**src/rtl/ppc_pkg.sv**
```systemverilog
`default_nettype none
package ppc_pkg;
   localparam int POOL_DEPTH = 1024;
   localparam int IDX_W = $clog2(POOL_DEPTH);
   localparam int CNT_W = IDX_W + 1;
   localparam int REM_BITS_PER_CYCLE = 4;
   localparam int REM_CYCLES = 64 / REM_BITS_PER_CYCLE;
   localparam int REM_CNT_W = $clog2(REM_CYCLES);

   localparam logic [63:0] DEFAULT_SEED = 64'h9e3779b97f4a7c15;
   localparam logic [63:0] XS_MULT = 64'd2685821657736338717;
   localparam int XS_SHIFT_A = 12;
   localparam int XS_SHIFT_B = 25;
   localparam int XS_SHIFT_C = 27;

   localparam logic OP_BUILD = 1'b0;
   localparam logic OP_CHASE = 1'b1;
   localparam logic STATUS_OK = 1'b0;
   localparam logic STATUS_ERR = 1'b1;

   localparam int CSR_IDX_W = 2;
   localparam logic [CSR_IDX_W-1:0] REG_SEED = 2'd0;
   localparam logic [CSR_IDX_W-1:0] REG_NODE_COUNT = 2'd1;
   localparam logic [10:0] NODE_COUNT_RESET = 11'd1024;

   typedef struct packed {
      logic        opcode;
      logic [9:0]  start_index;
      logic        start_is_null;
      logic [23:0] hop_count;
   } req_type;

   typedef struct packed {
      logic [9:0] end_index;
      logic       status;
      logic       was_build;
   } rsp_type;

   typedef struct packed {
      logic             start;
      logic [63:0]      dividend;
      logic [CNT_W-1:0] divisor;
   } rem_req_type;

   typedef struct packed {
      logic             done;
      logic [CNT_W-1:0] rem;
   } rem_rsp_type;

   typedef struct packed {
      logic        load;
      logic [63:0] seed;
      logic        step;
   } rng_ctrl_type;

   typedef struct packed {
      logic        done;
      logic [63:0] value;
   } rng_out_type;
endpackage
`default_nettype wire

```
**src/rtl/ppc_rem.sv**
```systemverilog
`default_nettype none
module ppc_rem (
   input  wire                 clock,
   input  wire                 reset,
   input  ppc_pkg::rem_req_type req,
   output ppc_pkg::rem_rsp_type rsp
);
   logic                                busy_ff, busy_in;
   logic                                done_ff, done_in;
   logic [ppc_pkg::REM_CNT_W-1:0]       cnt_ff, cnt_in;
   logic [63:0]                         dvd_ff, dvd_in;
   logic [ppc_pkg::CNT_W-1:0]           div_ff, div_in;
   logic [ppc_pkg::CNT_W-1:0]           rem_ff, rem_in;
   logic [ppc_pkg::CNT_W-1:0]           step_rem;
   logic [ppc_pkg::CNT_W:0]             trial;

   always_comb begin
      step_rem = rem_ff;
      trial = '0;
      for (int k = 0; k < ppc_pkg::REM_BITS_PER_CYCLE; k++) begin
         trial = {step_rem, dvd_ff[63 - k]};
         if (trial >= {1'b0, div_ff}) begin
            trial = trial - {1'b0, div_ff};
         end
         step_rem = trial[ppc_pkg::CNT_W-1:0];
      end
   end

   always_comb begin
      busy_in = busy_ff;
      done_in = 1'b0;
      cnt_in = cnt_ff;
      dvd_in = dvd_ff;
      div_in = div_ff;
      rem_in = rem_ff;
      if (req.start) begin
         busy_in = 1'b1;
         cnt_in = '0;
         dvd_in = req.dividend;
         div_in = req.divisor;
         rem_in = '0;
      end else if (busy_ff) begin
         rem_in = step_rem;
         dvd_in = dvd_ff << ppc_pkg::REM_BITS_PER_CYCLE;
         cnt_in = cnt_ff + 1'b1;
         if (cnt_ff == ppc_pkg::REM_CNT_W'(ppc_pkg::REM_CYCLES - 1)) begin
            busy_in = 1'b0;
            done_in = 1'b1;
         end
      end
   end

   always_ff @(posedge clock) begin
      if (reset) begin
         busy_ff <= 1'b0;
         done_ff <= 1'b0;
         cnt_ff <= '0;
      end else begin
         busy_ff <= busy_in;
         done_ff <= done_in;
         cnt_ff <= cnt_in;
      end
      dvd_ff <= dvd_in;
      div_ff <= div_in;
      rem_ff <= rem_in;
   end

   assign rsp.done = done_ff;
   assign rsp.rem = rem_ff;
endmodule
`default_nettype wire

```
**config.mk**
```make
export PLATFORM = sky130hd
export DESIGN_NAME = ppc_rem
export DESIGN_NICKNAME = d
export VERILOG_FILES = /design/src/rtl/ppc_pkg.sv /design/src/rtl/ppc_rem.sv
export SDC_FILE = /design/constraint.sdc
export NUM_CORES = 1
export LEC_CHECK = 0
export BUFFER_PORTS_ARGS = -buffer_cell sky130_fd_sc_hd__buf_2
export CELL_PAD_IN_SITES_DETAIL_PLACEMENT = 1
export CELL_PAD_IN_SITES_GLOBAL_PLACEMENT = 2
export CORE_ASPECT_RATIO = 1.4
export CORE_MARGIN = 2
export CORE_UTILIZATION = 41
export DETAILED_ROUTE_END_ITERATION = 16
export GPL_TIMING_DRIVEN = 0
export PLACE_DENSITY = 0.9
export SLEW_MARGIN = 40
export SYNTH_ARGS = -nofsm -noshare
export SYNTH_HDL_FRONTEND = slang
export SYNTH_SLANG_ARGS = --single-unit
```
**constraint.sdc**
```tcl
create_clock -name clock -period 15.1 [get_ports clock]
set_input_delay 0.755 -clock clock [delete_from_list [all_inputs] [get_ports clock]]
set_output_delay 0.755 -clock clock [all_outputs]
set_load 0.02 [all_outputs]
```
==> metrics.txt <==
top cells by area, synth edfxtp_1 36%, mux2_2 12%, ha_1 8.9%; number of global-route vias before repair around 5600; skew final around 0.010 ns; synthesis-stage register bit count a little over 90; CTS root buffer clkbuf_16; WL/cell just over 20 um; FP Rows 53; Area growth syn-to-layout 16.1%; Hold Path Class reg -> reg; I/O pins 90; CORE AREA between 15000 and 20000 sq um; IO buf count between 80 and 90; critical path's top delay family compound AO/OA/AOI/OAI gates; Synth Warn # 0; fin crit period about 11 ns; startpoint type of the worst setup path flop; # H-tree levels 3; drt initial violations 201; post-synthesis sequential area ratio 0.410; FMAX roughly 0.094 GHz; Worst EP arrival around 11 ns; Post-Synthesis Cells slightly below 600; largest net degree at the start of global routing 65; final wirelength between 15000 and 20000 um; worst hold start cnt_ff[3]; setup TNS 0 ns; die width between 100 and 150 um; predominant post-synthesis flop cell edfxtp_1; diodes inserted 0; outcome finished, final reports clean; synthesized net count just over 700; post-synth top area share 0.357; WP data required between 15 and 20 ns; Post-Syn Area about 6300 sq um; most common cell in the netlist edfxtp_1; die height roughly 150 um; RSZ-0062 raised after global routing false; Pins Over Slew Limit 0; Async SR Flop Fraction 0; syn_area_per_cell about 11 sq um; Worst-path clk slew around 0.070 ns; post-CTS setup repair buffer count 0; library cells used by synthesis 72; sum of buffers and inverters on the critical path 6; clock latency on the worst-skew pair between 0.3 and 0.4 ns; Worst R2R Start div_ff[0]; CP endpoint kind flop; crit path from div_ff[0]; router iterations before antenna repair 4; Slew HR 0.495; worst slew pin tran roughly 0.74 ns; CTS tree yes; cts repair resizes 0; Post-synth EDFFs 75; detailed placer's ending HPWL 14400 um; CTS sink count between 90 and 100; layout cells sized above 1 0.293; initial core utilization 0.420; Place WS 4.55 ns; hold-fix buffers at CTS 0; Via density between 5 and 6; Antenna Nets Post-Route 0; Final Hold Violating Endpoints 0; Crit Path Max Fanout 10; Tot GR Track Use 0.228; fillers 1688; Synth area leader edfxtp_1; count of final setup violators 0; total gr overflow 0; Slowest cell on crit path edfxtp_1; Max stage delay on crit path 0.54 ns; CTS buffer count 9; die area ~16000 sq um; fin worst setup slack between 4 and 5 ns; max-cap violations 0; gpl congestion about 0.91; Nets around 800; Most common cell on crit path ha_1; initial antenna violation count 1; Post-synth top cells 75 x edfxtp_1, 68 x mux2_2, 45 x ha_1, 37 x nor2_1, 35 x inv_1; final period utilization 0.701; Via Count about 5000; critical path class reg -> reg; CTS Buffer Depth 2; first-pass GRT wire length around 28000 um; DRC violation count after routing 0
-- worst paths after layout --
| check | to | slack (ns) | cells past startpoint |
|---|---|---|---|
| min | cnt_ff[3] | 0.53 | 2 |
| max reg2reg | rem_ff[0] | 4.51 | 39 |
| max | rem_ff[0] | 4.51 | 39 |
| min reg2reg | cnt_ff[3] | 0.53 | 2 |
-- worst reg2reg max path: cells and delay by family (launching register included) --
family / cells / cell delay (ns)
AO/OA/AOI/OAI: 16 / 4.04
AND/OR/NAND/NOR: 10 / 2.17
adder cells (fa/ha/maj): 5 / 1.78
buffers and inverters: 6 / 1.02
multiplexers: 2 / 0.94
flip-flops: 1 / 0.54
-- placed cells by master (no fill, tap or decap), drive strengths merged, types with 5 or more instances in the layout --
master / count
nor3b: 9
xnor2: 19
and3: 7
and2: 7
inv: 38
o31ai: 7
nand2b: 6
a21oi: 31
mux2: 68
xor2: 13
edfxtp: 75
nor2: 37
a21o: 15
buf: 96
a31oi: 5
ha: 45
nand2: 30
o21a: 8
dfxtp: 17
nand4: 11
nor3: 16
mux2i: 12
nand3: 11
clkbuf: 22
a41oi: 5
o21ai: 14
-- state kept, by name (all words and copies together), names as in the netlist --
| register | flops |
|---|---|
| busy_ff | 1 |
| rem_ff | 11 |
| done_ff | 1 |
| cnt_ff | 4 |
| div_ff | 11 |
| dvd_ff | 64 |
-- metal layers --
metal	share of wire	routed length (um)	global-route usage
met4	0.048	862	0.121
met2	0.53	9590	0.427
met1	0.36	6530	0.233
met5	0.00095	17	0
met3	0.052	935	0.0473
-- cell families after synthesis --
kind of cell	count (synthesis)	share of synthesized area
simple gates	152	0.124
compound gates	121	0.144
flops	92	0.410
mux	80	0.140
buf+inv	54	0.0355
fa+ha+maj	49	0.102
xor+xnor	32	0.0444
-- final cells by class --
cell class / count / area (sq um) / area share
plain buffers: 19 / 92.6 / 0.0126
clock buffers: 9 / 225 / 0.0307
repair buffers: 90 / 465 / 0.0634
multi-input cells: 434 / 3510 / 0.478
clock inverters: 7 / 78.8 / 0.0107
well taps: 192 / 240 / 0.0327
flip-flops and latches: 92 / 2590 / 0.353
inverters: 35 / 131 / 0.0179
-- stage by stage --
stage          hold slack (ns)  utilization  instance area, sq um  std cells
2_1_floorplan            0.462            -                  6320        580
3_3_place_gp             0.496        0.465                  7000        861
3_5_place_dp             0.516        0.465                  7010        861
4_1_cts                  0.536        0.486                  7310        877
5_1_grt                  0.569        0.487                  7340        878
6_report                 0.535        0.487                  7340        878
Power is not shown: default switching activity piles up to over one toggle a cycle in this logic, so the estimate is an artifact.
