--- config.mk ---
export PLATFORM = sky130hd
export DESIGN_NAME = ppc_rng
export DESIGN_NICKNAME = d
export VERILOG_FILES = /design/src/rtl/ppc_pkg.sv /design/src/rtl/ppc_rng.sv
export SDC_FILE = /design/constraint.sdc
export NUM_CORES = 2
export LEC_CHECK = 0
export BUFFER_PORTS_ARGS = -buffer_cell sky130_fd_sc_hd__clkbuf_2
export CORE_UTILIZATION = 37
export CTS_BUF_LIST = sky130_fd_sc_hd__clkbuf_8
export DETAILED_ROUTE_END_ITERATION = 8
export GPL_ROUTABILITY_DRIVEN = 0
export SKIP_LAST_GASP = 1
export SLEW_MARGIN = 10
export SYNTH_ARGS = -nofsm -noshare
export SYNTH_HDL_FRONTEND = slang
export SYNTH_SLANG_ARGS = --single-unit
--- constraint.sdc ---
create_clock -name clock -period 12.2 [get_ports clock]
set_input_delay 1.22 -clock clock [delete_from_list [all_inputs] [get_ports clock]]
set_output_delay 1.22 -clock clock [all_outputs]
set_load 0.03 [all_outputs]
--- src/rtl/ppc_pkg.sv ---
`default_nettype none
package ppc_pkg;
   localparam int POOL_DEPTH = 1024;
   localparam int IDX_W = $clog2(POOL_DEPTH);
   localparam int CNT_W = IDX_W + 1;
   localparam int REM_BITS_PER_CYCLE = 4;
   localparam int REM_CYCLES = 64 / REM_BITS_PER_CYCLE;
   localparam int REM_CNT_W = $clog2(REM_CYCLES);

   localparam logic [63:0] DEFAULT_SEED = 64'h9e3779b97f4a7c15;
   localparam logic [63:0] XS_MULT = 64'd2685821657736338717;
   localparam int XS_SHIFT_A = 12;
   localparam int XS_SHIFT_B = 25;
   localparam int XS_SHIFT_C = 27;

   localparam logic OP_BUILD = 1'b0;
   localparam logic OP_CHASE = 1'b1;
   localparam logic STATUS_OK = 1'b0;
   localparam logic STATUS_ERR = 1'b1;

   localparam int CSR_IDX_W = 2;
   localparam logic [CSR_IDX_W-1:0] REG_SEED = 2'd0;
   localparam logic [CSR_IDX_W-1:0] REG_NODE_COUNT = 2'd1;
   localparam logic [10:0] NODE_COUNT_RESET = 11'd1024;

   typedef struct packed {
      logic        opcode;
      logic [9:0]  start_index;
      logic        start_is_null;
      logic [23:0] hop_count;
   } req_type;

   typedef struct packed {
      logic [9:0] end_index;
      logic       status;
      logic       was_build;
   } rsp_type;

   typedef struct packed {
      logic             start;
      logic [63:0]      dividend;
      logic [CNT_W-1:0] divisor;
   } rem_req_type;

   typedef struct packed {
      logic             done;
      logic [CNT_W-1:0] rem;
   } rem_rsp_type;

   typedef struct packed {
      logic        load;
      logic [63:0] seed;
      logic        step;
   } rng_ctrl_type;

   typedef struct packed {
      logic        done;
      logic [63:0] value;
   } rng_out_type;
endpackage
`default_nettype wire

--- src/rtl/ppc_rng.sv ---
`default_nettype none
module ppc_rng (
   input  wire                  clock,
   input  wire                  reset,
   input  ppc_pkg::rng_ctrl_type ctrl,
   output ppc_pkg::rng_out_type  out
);
   logic [63:0] state_ff, state_in;
   logic [2:0]  phase_ff, phase_in;
   logic [63:0] acc_ff, acc_in;
   logic [31:0] hi_ff, hi_in;
   logic [63:0] xs1, xs2, xs3;
   logic [31:0] mul_a, mul_b;
   logic [63:0] prod;

   always_comb begin
      xs1 = state_ff ^ (state_ff >> ppc_pkg::XS_SHIFT_A);
      xs2 = xs1 ^ (xs1 << ppc_pkg::XS_SHIFT_B);
      xs3 = xs2 ^ (xs2 >> ppc_pkg::XS_SHIFT_C);
   end

   always_comb begin
      case (phase_ff)
         3'd2: begin
            mul_a = state_ff[63:32];
            mul_b = ppc_pkg::XS_MULT[31:0];
         end
         3'd3: begin
            mul_a = state_ff[31:0];
            mul_b = ppc_pkg::XS_MULT[63:32];
         end
         default: begin
            mul_a = state_ff[31:0];
            mul_b = ppc_pkg::XS_MULT[31:0];
         end
      endcase
      prod = {32'd0, mul_a} * {32'd0, mul_b};
   end

   always_comb begin
      state_in = state_ff;
      phase_in = phase_ff;
      acc_in = acc_ff;
      hi_in = hi_ff;
      case (phase_ff)
         3'd0: begin
            if (ctrl.load) begin
               state_in = ctrl.seed;
            end else if (ctrl.step) begin
               state_in = xs3;
               phase_in = 3'd1;
            end
         end
         3'd1: begin
            acc_in = prod;
            phase_in = 3'd2;
         end
         3'd2: begin
            hi_in = prod[31:0];
            phase_in = 3'd3;
         end
         3'd3: begin
            hi_in = hi_ff + prod[31:0];
            phase_in = 3'd4;
         end
         3'd4: begin
            phase_in = 3'd0;
         end
         default: begin
            phase_in = 3'd0;
         end
      endcase
   end

   always_ff @(posedge clock) begin
      if (reset) begin
         state_ff <= '0;
         phase_ff <= '0;
      end else begin
         state_ff <= state_in;
         phase_ff <= phase_in;
      end
      acc_ff <= acc_in;
      hi_ff <= hi_in;
   end

   assign out.done = (phase_ff == 3'd4);
   assign out.value = acc_ff + {hi_ff, 32'd0};
endmodule
`default_nettype wire

==> summary.txt <==
Synth
  • Post-synthesis cell type count: between 70 and 80
  • YS warnings: 0
  • Area leader, netlist: fa_1
  • Top-count cell post-synth: inv_1
  • Cells after Synth: around 3600
  • Cell Area, Synth: 34400 µm²
  • Post-synth EDFFs: between 90 and 100
  • Top area cells in the synthesized netlist: fa_1, ha_1, inv_1
  • Synth Flop Type: edfxtp_1
  • Post-synth top cells: inv_1, fa_1, ha_1, nor2_1, a21oi_1
  • Async SR Flop Fraction: 0%
  • Sequential area share after synthesis: approximately an eighth
  • Top cell type's share of synthesized area: between 30% and 40%
  • #FFs+latches synth: approximately 160
  • Avg Inst Size Synth: around 9.6 µm²

Routing
  • Post-route ant nets: 0
  • DRT iter0 DRCs: between 1500 and 2000
  • Via Count: around 25000
  • Wire per inst: 20.2 µm
  • Final WL: 100000 µm
  • DR DRC count: 0
  • Vias per Instance: slightly above 5
  • First-pass detailed-route iteration total: 5

Run status
  • Outcome: finished, final reports clean

STA
  • Final critical-path share of the clock period: between 90% and 100%
  • Final WS setup: 1.20 ns
  • Tmin final: 11.00 ns
  • Fmax achieved: roughly 91 MHz
  • Max Slew Vio Count: 0
  • Slew margin rel.: between 20% and 30%
  • Slew @ Worst Pin: 1.19 ns
  • Endpoints failing setup: 0
  • Setup Skew: 0.0252 ns
  • Setup TNS: 0 ns
  • RSZ-0062 raised after global routing: no
  • Hold Vio Cnt, Final: 0

Global routing
  • Overall routing resource usage: a little over a fifth
  • Gr ovfl total: 0
  • Vias in the first global route: 25229
  • Largest net degree at the start of global routing: 91
  • First-pass GRT wire length: approximately 150000 µm
  • Initial antenna violation count: 4

Hold path
  • Worst Min Path Start: state_ff[4]
  • Worst min path class: reg2reg
  • Hold Crit Depth: 2
  • Worst Hold End: state_ff[4]

Clock network
  • CTS max path bufs: 2
  • CTS tree: yes
  • CTS resizes: 0
  • Clk pin slew, worst setup/hold paths: 0.11 ns
  • Postcts setup bufs: 0
  • CTS sink cnt: between 150 and 200
  • Clk_lat worst skew: 0.56 ns
  • CTS Hold Bufs: 0
  • Root Driver: clkbuf_8
  • H-tree depth: 4
  • CTS Buf Count: 17

Worst setup path
  • CP arrival: 11.30 ns
  • R2R depth: 36
  • CP Max Fanout: 14
  • Worst EP required: roughly 13 ns
  • WS Path Type: reg2reg
  • Max stage delay cell, worst path: or3b_1
  • Startpoint Class: flip-flop
  • R2r startpoint: phase_ff[2]
  • R2r setup slk: 1.20 ns
  • Critical R2R Capture: hi_ff[31]
  • Largest stage delay, worst path: between 0.7 and 0.8 ns
  • Critical path's most frequent cell: fa_1
  • CP Capture Type: flip-flop

Die
  • Row count: around 110
  • Core Area: slightly above 90000 µm²
  • Die area: around 94000 µm²
  • Die width: about 310 µm
  • IO Count: between 100 and 150
  • Die height: 307 µm
  • Initial Util: a little under two fifths

Place
  • Post-DP HPWL: between 80000 and 90000 µm
  • PortBufs: 132
  • Setup WS pre-CTS: between 1 and 1.5 ns
  • Area post-placement: 36500 µm²

Final layout
  • Area grow syn2layout: 7.50%
  • # nets final: between 4000 and 5000
  • Share of cells above drive strength 1: slightly below 7%
  • Post-route cell area: between 30000 and 40000 µm²

Job
  • Max-Cap Viols: 0
## stage by stage
stage,cells,hold slack [ns],util (%)
2_1_floorplan,3626,0.458,-
3_3_place_gp,4921,0.554,39.8
3_5_place_dp,4921,0.575,39.8
4_1_cts,4953,0.589,40.2
5_1_grt,4955,0.624,40.2
6_report,4955,0.594,40.2
## cell usage in the layout, fill, tap and decap left out, drive strengths merged, types with 9 or more instances in the layout
cell type / instances
buf: 52
conb: 43
a31oi: 15
nand2b: 12
o211ai: 20
a22oi: 11
mux2i: 43
o22a: 22
inv: 838
nor3: 40
nand3: 13
o21a: 20
nor2b: 17
xor2: 91
a21o: 68
o21bai: 22
a2111oi: 9
a211oi: 13
fa: 585
a21oi: 179
clkbuf: 148
edfxtp: 96
nand2: 166
o21ai: 124
ha: 480
xnor2: 164
and2: 13
nand4: 17
nor2: 205
dfxtp: 67
and3: 17
o31ai: 9
## layout make-up
cell class / count / area (µm²)
Inverter: 828 / 3110
Sequential cell: 163 / 4220
Timing Repair Buffer: 183 / 1050
Multi-Input combinational cell: 2504 / 26600
Clock inverter: 15 / 180
Clock buffer: 17 / 234
Antenna cell: 2 / 5.00
Fill cell: 9082 / 54900
Tap cell: 1243 / 1560
## flip-flops by register name, summed over array words and instances, names as in the netlist
register and cells:
acc_ff 64, state_ff 64, hi_ff 32, phase_ff 3
## critical path, delay by kind of cell (launching register included)
family                   cells  cell delay [ns]
adder cells (fa/ha/maj)     10             4.69
AND/OR/NAND/NOR             13             2.50
buffers and inverters        6             0.91
multiplexers                 1             0.72
AO/OA/AOI/OAI                3             0.72
XOR/XNOR                     3             0.59
flip-flops                   1             0.57
## kinds of logic after synthesis
family	synth area share (%)
adders and majority gates	51.6
buffers and inverters	10.9
AOI/OAI and AO/OA	10.4
and+or+nand+nor	6.94
xor gates and xnor gates	6.50
DFF	12.3
muxes	1.42
other	0.0219
## how the worst max path moves through the flow
stage	cells after the start	start	to	slack, ns
CTS	33	phase_ff[2]	hi_ff[30]	1.22
global placement	34	phase_ff[2]	hi_ff[31]	1.48
floorplan	38	phase_ff[1]	hi_ff[30]	1.85
detailed placement	33	phase_ff[2]	hi_ff[30]	1.28
finish	36	phase_ff[2]	hi_ff[31]	1.20
global route	36	phase_ff[2]	hi_ff[31]	0.67
## routing by layer
metal / vias up / track usage, % / share of wire, %
met2: 704 / 36.5 / 49
met3: 94 / 2.26 / 5.1
met4: 2 / 5.28 / 2.3
met1: 12591 / 29.6 / 44
met5: - / 0 / 0.013
li1: 11573 / - / -
Power is left out: the tool's default activity adds up to more than one toggle a clock period on the data nets, which glitch-free logic cannot reach.
